--- config.mk ---
export PLATFORM = sky130hd
export DESIGN_NAME = db2dwt_tap_cell
export DESIGN_NICKNAME = d
export VERILOG_FILES = /design/src/rtl/db2dwt_pkg.sv /design/src/rtl/db2dwt_tap_cell.sv
export SDC_FILE = /design/constraint.sdc
export NUM_CORES = 1
export LEC_CHECK = 0
export BUFFER_PORTS_ARGS = -buffer_cell sky130_fd_sc_hd__buf_4
export CAP_MARGIN = 20
export CORE_MARGIN = 5
export CORE_UTILIZATION = 35
export DETAILED_ROUTE_END_ITERATION = 10
export GPL_ROUTABILITY_DRIVEN = 0
export PLACE_DENSITY = 0.69
export SLEW_MARGIN = 10
export SYNTH_ARGS = -nofsm -noshare
export SYNTH_HDL_FRONTEND = slang
export SYNTH_SLANG_ARGS = --single-unit
--- constraint.sdc ---
create_clock -name clock -period 1.4 [get_ports clock]
set_input_delay 0.42 -clock clock [delete_from_list [all_inputs] [get_ports clock]]
set_output_delay 0.42 -clock clock [all_outputs]
set_load 0.02 [all_outputs]
--- src/rtl/db2dwt_pkg.sv ---
// ----------------------------------------------------------------------------
// db2dwt_pkg
// Shared constants and types for the single-level db2 wavelet analysis block.
// ----------------------------------------------------------------------------
package db2dwt_pkg;

   localparam int DEF_SAMPLE_WIDTH   = 16;
   localparam int DEF_COEF_FRAC_BITS = 15;

   // filter length, one cell per tap
   localparam int NUM_TAPS = 4;

   // coefficient magnitudes in units of 1e-5
   localparam longint TAP_MAG_A = 48296;
   localparam longint TAP_MAG_B = 83652;
   localparam longint TAP_MAG_C = 22414;
   localparam longint TAP_MAG_D = 12941;
   localparam longint TAP_SCALE = 100000;

   // result coefficient width and its saturation limits
   localparam int OUT_W = 17;
   localparam longint OUT_MAX = 65535;
   localparam longint OUT_MIN = -65536;

   typedef struct packed {
      logic valid;
      logic fin;
      logic too_short;
   } tag_type;

endpackage

--- src/rtl/db2dwt_tap_cell.sv ---
// ----------------------------------------------------------------------------
// db2dwt_tap_cell
// One filter tap: adds its low-pass and high-pass products to the running sums
// and hands the window and sums on to the next cell.
// ----------------------------------------------------------------------------
module db2dwt_tap_cell
   import db2dwt_pkg::*;
#(
   parameter int SAMPLE_WIDTH            = DEF_SAMPLE_WIDTH,
   parameter int COEF_W                  = DEF_COEF_FRAC_BITS + 1,
   parameter int ACC_W                   = DEF_SAMPLE_WIDTH + DEF_COEF_FRAC_BITS + 3,
   parameter int TAP_IDX                 = 0,
   parameter logic signed [COEF_W-1:0] LO_TAP = '0,
   parameter logic signed [COEF_W-1:0] HI_TAP = '0
) (
   input  logic                                   clock,
   input  logic                                   reset,
   input  logic                                   en,
   input  logic [NUM_TAPS-1:0][SAMPLE_WIDTH-1:0]  win_in,
   input  tag_type                                tag_in,
   input  logic signed [ACC_W-1:0]                lo_in,
   input  logic signed [ACC_W-1:0]                hi_in,
   output logic [NUM_TAPS-1:0][SAMPLE_WIDTH-1:0]  win_out,
   output tag_type                                tag_out,
   output logic signed [ACC_W-1:0]                lo_out,
   output logic signed [ACC_W-1:0]                hi_out
);

   logic signed [SAMPLE_WIDTH-1:0]        w;
   logic signed [SAMPLE_WIDTH+COEF_W-1:0] prod_lo, prod_hi;
   logic [NUM_TAPS-1:0][SAMPLE_WIDTH-1:0] win_ff;
   tag_type                               tag_ff;
   logic signed [ACC_W-1:0]               lo_ff, hi_ff;

   assign w       = $signed(win_in[TAP_IDX]);
   assign prod_lo = w * LO_TAP;
   assign prod_hi = w * HI_TAP;

   always_ff @(posedge clock) begin
      if (reset) begin
         tag_ff <= '0;
      end else if (en) begin
         tag_ff <= tag_in;
      end
   end

   always_ff @(posedge clock) begin
      if (en) begin
         win_ff <= win_in;
         lo_ff  <= lo_in + ACC_W'(prod_lo);
         hi_ff  <= hi_in + ACC_W'(prod_hi);
      end
   end

   assign win_out = win_ff;
   assign tag_out = tag_ff;
   assign lo_out  = lo_ff;
   assign hi_out  = hi_ff;

endmodule

==> results.yml <==
status:
  status: "finished, violations left"
  violations: "setup timing"
timing:
  hold_viol: 0
  finalClockSkew_ns: 0
  report.final.slew_viol_count: 0
  clock.fmax_mhz: 710.6
  setup_slack_ns: -0.007236
  max_slew_margin_pct: 85.35
  setup_viol: 1
  rsz0062_at_grt: "true"
  timing.hold.ws_ns: 0.1923
  fin_crit_ns: 1.407
  tightest_slew_ns: 0.2197
  fin_crit_sh_pct: 100.5
finish:
  drive_gt1_share_pct: 67.85
  syn_to_final_growth_pct: 74.02
  nNetsFinal: 577
  diodes: 0
  final_core_util_pct: 61.95
  stdcell_count: 594
routing:
  drt-wirelength-per-cell_um: 17.93
  drc: 0
  drt_iter0_markers: 104
  drtAntennaViolNets: 0
  first_pass_iters: 4
  vias: 2572
  via_per_inst: 4.330
  drt_wl_total_um: 10650
cts:
  post-cts-setup-buffers: 0
  cts_sinks: 135
  htree_num_levels: 4
  cts_buffer_depth: 2
  cts_inserted_buffers: 17
  path_clk_slew_ns: 0.06
  cts-root-buf: "clkbuf_16"
  cts_hold_buf: 0
  cts_tree: "yes"
  postCtsResizedCells: 6
  clock_latency_ns: 0.40
synthesis:
  ys_types: 4
  syn-num-nets: 279
  postSynthCellCount: 141
  synth_top_area_share_pct: 97.51
  synth_seq_cells: 135
  async_flop_share_pct: 0
  yosys.area.top_type: "edfxtp_1"
  synth_area_per_cell_um2: 28.83
  synth-edff-count: 132
  synth_most_common_cell: "edfxtp_1"
  netlist_area_um2: 4065
  ys_seq_area_share_pct: 98.98
  synth.yosys.warnings: 0
  synth_common_cells: "edfxtp_1, dfxtp_1, mux2i_1, nor2_1"
  synthFlopType: "edfxtp_1"
  ys_top_cells_by_area: "edfxtp_1, dfxtp_1, mux2i_1, nor2_1"
floorplan:
  ios: 273
  core_area_um2: 11420
  start_util_pct: 35.60
  die_h_um: 117.8
  die_w_um: 117.8
  die-area_um2: 13870
  rows: 39
setup_path:
  cp_slowest_cell: "edfxtp_1"
  end_kind: "output port"
  crit_fanout: 1
  cp_cell_sequence: "buf_6"
  crit_buf_inv: 1
  path_delay_family: "flip-flops"
  crit_arrival_ns: 0.99
  cp.depth: 1
  r2r_cells: 2
  worst_ep_required_time_ns: 0.98
  crit_type: "reg -> out"
  setup.worst_path.start_class: "register"
  cpPeakStageDelay_ns: 0.42
power_and_ir_drop:
  p_seq_share_pct: 46.7
  cell_internal_pwr_uw: 8228
  leakagePower_uw: 0.003019
  powerDensity_nw_per_um2: 1482
  power.switching_uw: 2257
  clkPwrFrac_pct: 40.4
  finalPower_uw: 10490
  combPwrFrac_pct: 12.9
  switching_share_pct: 21.53
  vdd_drop_max_mv: 0.9306
grt:
  gr-total-overflow: 0
  track_usage_pct: 15.05
  grt_pass1_vias: 2733
  grt_max_degree: 43
  antenna_found_initial: 0
  grt_pass1_wl_um: 15590
placement:
  post-dp-hpwl_um: 8250
  portBuffers: 272
  post-place-cells: 563
hold_path:
  hp-class: "in -> reg"
  holdPathStages: 1
run:
  maxCapViolations: 0
==> power groups by stage <==
stage,combinational [uW],clock [uW],sequential [uW]
6_report,1350,4240,4900
5_1_grt,1410,4520,4930
4_1_cts,1320,4360,4890
3_5_place_dp,1310,0,4970
3_3_place_gp,1300,0,4950
2_1_floorplan,7.21,0,5380
==> per-layer routing <==
metal	track usage, %	part of all wire, %	vias up
met5	0	0	-
met4	7.885	2.3	0
met3	9.707	14	18
met2	24.15	51	180
met1	14.87	32	1204
li1	-	-	1170
==> cell type report <==
type                            count  area (um^2)
Clock inverter                     12        135.1
Tap cell                          143        178.9
Fill cell                         871         4344
Sequential cell                   135         4024
Timing Repair Buffer              279         2262
Multi-Input combinational cell      6        41.29
Clock buffer                       19        432.9
==> path summary, 6_finish.rpt <==
| check | end | slack (ns) | from |
|---|---|---|---|
| max | win_out[47] | -0.007 | win_out[47]$_DFFE_PP_ |
| min reg2reg | tag_out[1]$_SDFFE_PP0P_ | 0.51 | tag_out[1]$_SDFFE_PP0P_ |
| max reg2reg | tag_out[0]$_SDFFE_PP0P_ | 0.81 | tag_out[0]$_SDFFE_PP0P_ |
| min | win_out[57]$_DFFE_PP_ | 0.19 | win_in[57] |
==> cell usage in the layout, fill, tap and decap left out, drive strengths merged <==
cell type  synthesis  routed
buf                0     279
bufinv             0       3
clkbuf             0      19
clkinv             0       8
clkinvlp           0       1
dfxtp              3       3
edfxtp           132     132
mux2i              3       3
nor2               3       3
==> through the flow <==
stage	worst slack (ns)	TNS (ns)	cell area [um^2]
floorplan	0.5305	0	4065
global placement	0.1671	0	6367
detailed placement	0.1670	0	6367
CTS	-0.02806	-0.08420	6958
global route	-0.06635	-0.2832	7074
finish	-0.007236	-0.007236	7074
==> state kept, by name, indices dropped and copies added, names as in the netlist <==
| signal | flops |
|---|---|
| lo_out | 34 |
| hi_out | 34 |
| win_out | 64 |
| tag_out | 3 |
==> cell families after synthesis <==
logic type / synth area share, %
multiplexers: 0.7387
AND/OR/NAND/NOR: 0.2770
flip-flops: 98.98
Note: power is estimated with default switching activity, not from simulation.
