==> src/rtl/db2dwt_pkg.sv <==
// ----------------------------------------------------------------------------
// db2dwt_pkg
// Shared constants and types for the single-level db2 wavelet analysis block.
// ----------------------------------------------------------------------------
package db2dwt_pkg;

   localparam int DEF_SAMPLE_WIDTH   = 16;
   localparam int DEF_COEF_FRAC_BITS = 15;

   // filter length, one cell per tap
   localparam int NUM_TAPS = 4;

   // coefficient magnitudes in units of 1e-5
   localparam longint TAP_MAG_A = 48296;
   localparam longint TAP_MAG_B = 83652;
   localparam longint TAP_MAG_C = 22414;
   localparam longint TAP_MAG_D = 12941;
   localparam longint TAP_SCALE = 100000;

   // result coefficient width and its saturation limits
   localparam int OUT_W = 17;
   localparam longint OUT_MAX = 65535;
   localparam longint OUT_MIN = -65536;

   typedef struct packed {
      logic valid;
      logic fin;
      logic too_short;
   } tag_type;

endpackage

==> src/rtl/db2dwt_req_if.sv <==
// ----------------------------------------------------------------------------
// db2dwt_req_if
// Sample channel: one signal sample per item, with an end-of-signal flag.
// ----------------------------------------------------------------------------
interface db2dwt_req_if
   import db2dwt_pkg::*;
#(
   parameter int SAMPLE_WIDTH = DEF_SAMPLE_WIDTH
);
   logic                           valid;
   logic                           ready;
   logic signed [SAMPLE_WIDTH-1:0] sample;
   logic                           last;

   modport source (output valid, output sample, output last, input ready);
   modport sink   (input valid, input sample, input last, output ready);
endinterface

==> src/rtl/db2dwt_window.sv <==
// ----------------------------------------------------------------------------
// db2dwt_window
// Sample history, phase tracking and window selection with mirrored ends.
// ----------------------------------------------------------------------------
module db2dwt_window
   import db2dwt_pkg::*;
#(
   parameter int SAMPLE_WIDTH = DEF_SAMPLE_WIDTH
) (
   input  logic                                   clock,
   input  logic                                   reset,
   input  logic                                   en,
   db2dwt_req_if.sink                             req_if,
   output logic [NUM_TAPS-1:0][SAMPLE_WIDTH-1:0]  job_win,
   output tag_type                                job_tag
);

   localparam logic [1:0] POS_SAT = 2'd3;

   logic signed [SAMPLE_WIDTH-1:0]         hist_ff [3];
   logic signed [SAMPLE_WIDTH-1:0]         hist_in [3];
   logic [1:0]                             pos_ff, pos_in;
   logic                                   odd_ff, odd_in;
   logic                                   pend_ff, pend_in;
   logic [NUM_TAPS-1:0][SAMPLE_WIDTH-1:0]  pend_win_ff, pend_win_in;
   logic [NUM_TAPS-1:0][SAMPLE_WIDTH-1:0]  job_win_ff, job_win_in;
   tag_type                                job_tag_ff, job_tag_in;
   logic signed [SAMPLE_WIDTH-1:0]         cur;
   logic                                   accept;

   function automatic logic [NUM_TAPS-1:0][SAMPLE_WIDTH-1:0] mk_win(
      input logic [SAMPLE_WIDTH-1:0] w0,
      input logic [SAMPLE_WIDTH-1:0] w1,
      input logic [SAMPLE_WIDTH-1:0] w2,
      input logic [SAMPLE_WIDTH-1:0] w3
   );
      return {w3, w2, w1, w0};
   endfunction

   // a last item with two pairs closes the port until the second is issued
   assign req_if.ready = en && !pend_ff;
   assign accept       = req_if.valid && req_if.ready;
   assign cur          = req_if.sample;

   always_comb begin
      hist_in     = hist_ff;
      pos_in      = pos_ff;
      odd_in      = odd_ff;
      pend_in     = pend_ff;
      pend_win_in = pend_win_ff;
      job_win_in  = job_win_ff;
      job_tag_in  = job_tag_ff;
      if (en) begin
         job_tag_in = '0;
         if (pend_ff) begin
            job_win_in       = pend_win_ff;
            job_tag_in.valid = 1'b1;
            job_tag_in.fin   = 1'b1;
            pend_in          = 1'b0;
         end else if (accept) begin
            if (req_if.last) begin
               job_tag_in.valid = 1'b1;
               if (pos_ff < 2'd2) begin
                  job_win_in           = '0;
                  job_tag_in.fin       = 1'b1;
                  job_tag_in.too_short = 1'b1;
               end else if (odd_ff) begin
                  // even length: regular pair, then one pair into the mirrored tail
                  job_win_in  = mk_win(hist_ff[2], hist_ff[1], hist_ff[0], cur);
                  pend_win_in = mk_win(hist_ff[0], cur, cur, hist_ff[0]);
                  pend_in     = 1'b1;
               end else begin
                  // odd length: both pairs run into the mirrored tail
                  job_win_in  = mk_win(hist_ff[1], hist_ff[0], cur, cur);
                  pend_win_in = mk_win(cur, cur, hist_ff[0], hist_ff[1]);
                  pend_in     = 1'b1;
               end
               hist_in[0] = '0;
               hist_in[1] = '0;
               hist_in[2] = '0;
               pos_in     = '0;
               odd_in     = 1'b0;
            end else begin
               if (pos_ff == 2'd1) begin
                  // second sample: window comes from the leading mirror
                  job_win_in       = mk_win(cur, hist_ff[0], hist_ff[0], cur);
                  job_tag_in.valid = 1'b1;
               end else if (pos_ff == POS_SAT && odd_ff) begin
                  job_win_in       = mk_win(hist_ff[2], hist_ff[1], hist_ff[0], cur);
                  job_tag_in.valid = 1'b1;
               end
               hist_in[2] = hist_ff[1];
               hist_in[1] = hist_ff[0];
               hist_in[0] = cur;
               if (pos_ff != POS_SAT) begin
                  pos_in = pos_ff + 2'd1;
               end
               odd_in = !odd_ff;
            end
         end
      end
   end

   always_ff @(posedge clock) begin
      if (reset) begin
         hist_ff[0] <= '0;
         hist_ff[1] <= '0;
         hist_ff[2] <= '0;
         pos_ff     <= '0;
         odd_ff     <= 1'b0;
         pend_ff    <= 1'b0;
         job_tag_ff <= '0;
      end else begin
         hist_ff    <= hist_in;
         pos_ff     <= pos_in;
         odd_ff     <= odd_in;
         pend_ff    <= pend_in;
         job_tag_ff <= job_tag_in;
      end
   end

   always_ff @(posedge clock) begin
      pend_win_ff <= pend_win_in;
      job_win_ff  <= job_win_in;
   end

   assign job_win = job_win_ff;
   assign job_tag = job_tag_ff;

endmodule

==> src/flat_wrapper.sv <==
// flat-port wrapper written by rule: the top's interface ports become plain ports
module db2dwt_window_flat import db2dwt_pkg::*;
#(
   parameter int SAMPLE_WIDTH = DEF_SAMPLE_WIDTH
)
  (clock, reset, en, job_win, job_tag, req_if_valid, req_if_sample, req_if_last, req_if_ready);
  db2dwt_req_if #(.SAMPLE_WIDTH(SAMPLE_WIDTH)) req_if_i ();
  input  logic clock;
  input  logic reset;
  input  logic en;
  output logic [NUM_TAPS-1:0][SAMPLE_WIDTH-1:0] job_win;
  output tag_type job_tag;
  input wire logic [$bits(req_if_i.valid)-1:0] req_if_valid;
  input wire logic [$bits(req_if_i.sample)-1:0] req_if_sample;
  input wire logic [$bits(req_if_i.last)-1:0] req_if_last;
  output wire logic [$bits(req_if_i.ready)-1:0] req_if_ready;
  assign req_if_i.valid = req_if_valid;
  assign req_if_i.sample = req_if_sample;
  assign req_if_i.last = req_if_last;
  assign req_if_ready = req_if_i.ready;
  db2dwt_window #(.SAMPLE_WIDTH(SAMPLE_WIDTH)) u_core (.clock(clock), .reset(reset), .en(en), .req_if(req_if_i), .job_win(job_win), .job_tag(job_tag));
endmodule
==> config.mk <==
export PLATFORM = sky130hd
export DESIGN_NAME = db2dwt_window_flat
export DESIGN_NICKNAME = d
export VERILOG_FILES = /design/src/rtl/db2dwt_pkg.sv /design/src/rtl/db2dwt_req_if.sv /design/src/rtl/db2dwt_window.sv /design/src/flat_wrapper.sv
export SDC_FILE = /design/constraint.sdc
export NUM_CORES = 1
export LEC_CHECK = 0
export BUFFER_PORTS_ARGS = -buffer_cell sky130_fd_sc_hd__buf_4
export CORE_ASPECT_RATIO = 0.9
export CORE_MARGIN = 5
export CORE_UTILIZATION = 40
export CTS_BUF_LIST = sky130_fd_sc_hd__clkbuf_4
export DETAILED_ROUTE_END_ITERATION = 8
export SLEW_MARGIN = 20
export SYNTH_ARGS = -nofsm -noshare
export SYNTH_HDL_FRONTEND = slang
export SYNTH_SLANG_ARGS = --single-unit
export TNS_END_PERCENT = 50
==> constraint.sdc <==
create_clock -name clock -period 6.16 [get_ports clock]
set_input_delay 0.308 -clock clock [delete_from_list [all_inputs] [get_ports clock]]
set_output_delay 0.308 -clock clock [all_outputs]
set_load 0.05 [all_outputs]
==> impl_summary.log <==
[metrics] status: complete, no violations
[metrics] worst reg2reg path startpoint: u_core.pend_ff$_SDFFE_PP0P_
[metrics] Setup crit end kind: register
[metrics] clock tree buffer depth: 2
[metrics] area of placed instances: 9040 µm²
[metrics] number of buffers added for setup after CTS: 0
[metrics] fmax: 327 MHz
[metrics] die height: about 150 µm
[metrics] post-detailed-placement half-perimeter wirelength: about 11000 µm
[metrics] hold buffer count at CTS: 17
[metrics] TritonCTS clock tree: built
[metrics] count of state elements after synthesis: around 180
[metrics] final worst path period share: approximately half
[metrics] GRT overflow: 0
[metrics] Iter 0 DRT Violations: between 300 and 400
[metrics] most frequent standard cell in the layout excluding fill and tap cells: sky130_fd_sc_hd__nand2_1
[metrics] number of global-route vias before repair: about 5700
[metrics] Layout Skew: ~0.017 ns
[metrics] fraction of layout cells with a size suffix above 1: roughly 17%
[metrics] Period minus WS final: ~3 ns
[metrics] DP Cell Count: around 1100
[metrics] worst voltage drop across the vdd grid: approximately 0.00011 V
[metrics] Clock H-tree levels: 4
[metrics] Port Buffer Count: slightly below 90
[metrics] Hold Crit Endpoint: u_core.job_tag[1]$_SDFFE_PP0P_
[metrics] Hold Vio Cnt, Final: 0
[metrics] count of unresolved DRC violations after routing: 0
[metrics] depth of the worst register-to-register path: 2
[metrics] drt via density: 5.22
[metrics] worst rel slew slack: a little under a third
[metrics] synth warn: 0
[metrics] total of max-cap violations: 0
[metrics] Power, Total: about 2.3 mW
[metrics] power density of the placed cells: between 200 and 250 nW/µm²
[metrics] leading cell types in the layout, fill and taps excluded: 208 x sky130_fd_sc_hd__nand2_1, 128 x sky130_fd_sc_hd__edfxtp_1, 93 x sky130_fd_sc_hd__buf_4
[metrics] initial antenna violation count: 1
[metrics] startpoint of the most critical hold path: en
[metrics] number of clock sinks seen by CTS: roughly 180
[metrics] final count of negative-setup-slack endpoints: 0
[metrics] slew of the pin with the lowest slew margin: approximately 1.0 ns
[metrics] CP max FO: between 100 and 150
[metrics] number of gates resized after cts: 0
[metrics] total length of routed wires: just under 20000 µm
[metrics] wire length of the first global-routing pass: approximately 31000 µm
[metrics] count of vias placed by the detailed router: ~5800
[metrics] type of the tightest min-delay check: primary input to register
[metrics] clock insertion delay at the later pin of the skew report: roughly 0.57 ns
[metrics] root cell of the clock tree: sky130_fd_sc_hd__clkbuf_4
[metrics] share of synthesized area occupied by flip-flops and latches: 59.7%
[metrics] synthesized area divided by synthesized cell count: between 10 and 15 µm²
[metrics] Final Net Count: approximately 860
[metrics] Die ar.: ~24000 µm²
[metrics] Boundary Pins: 89
[metrics] final cell count without fillers: 1116
[metrics] proportion of register bits with asynchronous set or reset after synthesis: 0%
[metrics] R2R Path End: u_core.pend_win_ff[3]$_DFFE_PP_
[metrics] number of cells produced by synthesis: between 700 and 800
[metrics] arrival time at the worst endpoint: approximately 3.3 ns
[metrics] Overall Global Routing Usage: between 10% and 20%
[metrics] largest net degree at the start of global routing: 104
[metrics] final design instance area without fill: around 9600 µm²
[metrics] prevailing post-synth register cell: sky130_fd_sc_hd__edfxtp_1
[metrics] TritonCTS buffer count: 17
[metrics] Worst EP required: ~6.4 ns
[metrics] internal reg-to-reg setup slack: about 3.1 ns
[metrics] Post-Synthesis Cell Area: 8280 µm²
[metrics] Clock Pin Slew Worst Setup and Hold Paths: 0.14 ns
[metrics] Filler cells: between 1500 and 2000
[metrics] cell depth of the worst min-delay path: 3
[metrics] Post-Route Setup TNS: 0 ns
[metrics] effective utilization at floorplan: between 40% and 50%
[metrics] Final GP Congestion: around 0.74
[metrics] post-detailed-route wirelength per cell: around 17 µm
[metrics] number of nets produced by synthesis: ~800
[metrics] count of flip-flops with a built-in enable after synthesis: between 100 and 150
[metrics] Die X-Extent: 162 µm
[metrics] Cell Rows: 50
[metrics] launching element type of the critical path: register
[metrics] Area growth, synth to finish: 15.4%
[metrics] static leakage: ~3.3 nW
[metrics] Synth cell types: 29
[metrics] fin util: between 40% and 50%
[metrics] Core Area: 20600 µm²
[metrics] type of the setup path with the least slack: register to register
[metrics] unrepaired setup endpoints after global routing: false
[metrics] max-slew violation count: 0
[metrics] number of routed nets with antenna violations: 0
[metrics] first-pass iteration count of the detailed router: 5
-- power by group --
part / total [mW] / switching (mW) / leakage, nW / internal, mW
Sequential: 1.34 / 0.0147 / 1.63 / 1.33
Combinational: 0.195 / 0.130 / 1.44 / 0.0657
Clock: 0.783 / 0.419 / 0.179 / 0.364
Total: 2.32 / 0.563 / 3.25 / 1.76
-- metrics by stage --
step / hold WS [ns] / worst slack, ns
2_1_floorplan: 0.407 / 1.99
3_3_place_gp: 0.455 / 3.05
3_5_place_dp: 0.459 / 2.98
4_1_cts: 0.0293 / 3.07
5_1_grt: 0.0102 / 2.90
6_report: 0.0696 / 3.10
-- critical path: stages, from the launching register on --
cell and delay [ns]:
sky130_fd_sc_hd__dfxtp_4 0.68, sky130_fd_sc_hd__and3b_2 1.05, sky130_fd_sc_hd__and2_4 0.94
-- cells in the mapped netlist (2+ instances only) --
master                     count  area (µm²)
sky130_fd_sc_hd__mux2_2       17         191
sky130_fd_sc_hd__nor2_1        3        11.3
sky130_fd_sc_hd__nand3b_1     32         240
sky130_fd_sc_hd__or4_1         2        15.0
sky130_fd_sc_hd__ha_1          2        25.0
sky130_fd_sc_hd__buf_2        23         115
sky130_fd_sc_hd__nand2b_1     34         213
sky130_fd_sc_hd__a211oi_1      2        15.0
sky130_fd_sc_hd__buf_4         6        45.0
sky130_fd_sc_hd__o221ai_1     32         280
sky130_fd_sc_hd__nor2b_1      20         125
sky130_fd_sc_hd__a21boi_0     31         233
sky130_fd_sc_hd__a21oi_1      70         350
sky130_fd_sc_hd__dfxtp_1      55        1100
sky130_fd_sc_hd__nand2_1     208         781
sky130_fd_sc_hd__and2_1        2        12.5
sky130_fd_sc_hd__clkbuf_1     32         120
sky130_fd_sc_hd__edfxtp_1    128        3840
sky130_fd_sc_hd__mux2i_1      33         330
sky130_fd_sc_hd__o21ai_0      33         165
-- cells by family (layout without fill, tap and decap cells) --
kind of cell	count (synthesis)	in the layout	share of synthesized area, %
other cells	0	2	0
mux	50	50	6.30
compound gates	170	170	12.8
simple gates	306	306	17.4
buf+inv	63	143	3.49
flops	183	183	59.7
fa+ha+maj	2	2	0.302
-- area by class of cell --
cell class	count	area (µm²)	share of cell area (%)
flip-flops and latches	183	4950	51.8
multi-input cells	528	3060	32.0
repair buffers	110	868	9.08
well taps	260	325	3.40
clock inverters	14	206	2.16
clock buffers	18	135	1.41
diodes	2	5.00	0.0524
inverters	1	3.75	0.0393
-- per-layer routing --
metal  up-vias  part of all wire (%)  global-route usage, %
met2       139                    46                   26.1
met5         -                     0                      0
met4         0                   1.1                   4.19
met1      2773                    48                   23.2
li1       2901                     -                      -
met3        17                   4.7                   3.44
-- worst max path at each step --
stage                                            from                          endpoint  slack [ns]  cells after the start
after floorplan            u_core.odd_ff$_SDFFE_PP0P_       u_core.job_win[0]$_DFFE_PP_        1.99                      5
after global placement                    req_if_last      u_core.job_win[11]$_DFFE_PP_        3.05                      5
after detailed placement                  req_if_last      u_core.job_win[10]$_DFFE_PP_        2.98                      5
after CTS                 u_core.pend_ff$_SDFFE_PP0P_  u_core.pend_win_ff[11]$_DFFE_PP_        3.07                      2
after global routing      u_core.pend_ff$_SDFFE_PP0P_  u_core.pend_win_ff[26]$_DFFE_PP_        2.90                      2
final                     u_core.pend_ff$_SDFFE_PP0P_   u_core.pend_win_ff[3]$_DFFE_PP_        3.10                      2
-- state kept, by name, indices dropped and copies added (netlist names) --
name,count
u_core.pend_win_ff,64
u_core.job_tag,3
u_core.pend_ff,1
u_core.job_win,64
u_core.pos_ff,2
u_core.hist_ff,48
u_core.odd_ff,1
Power figures use the tool's default switching activity.
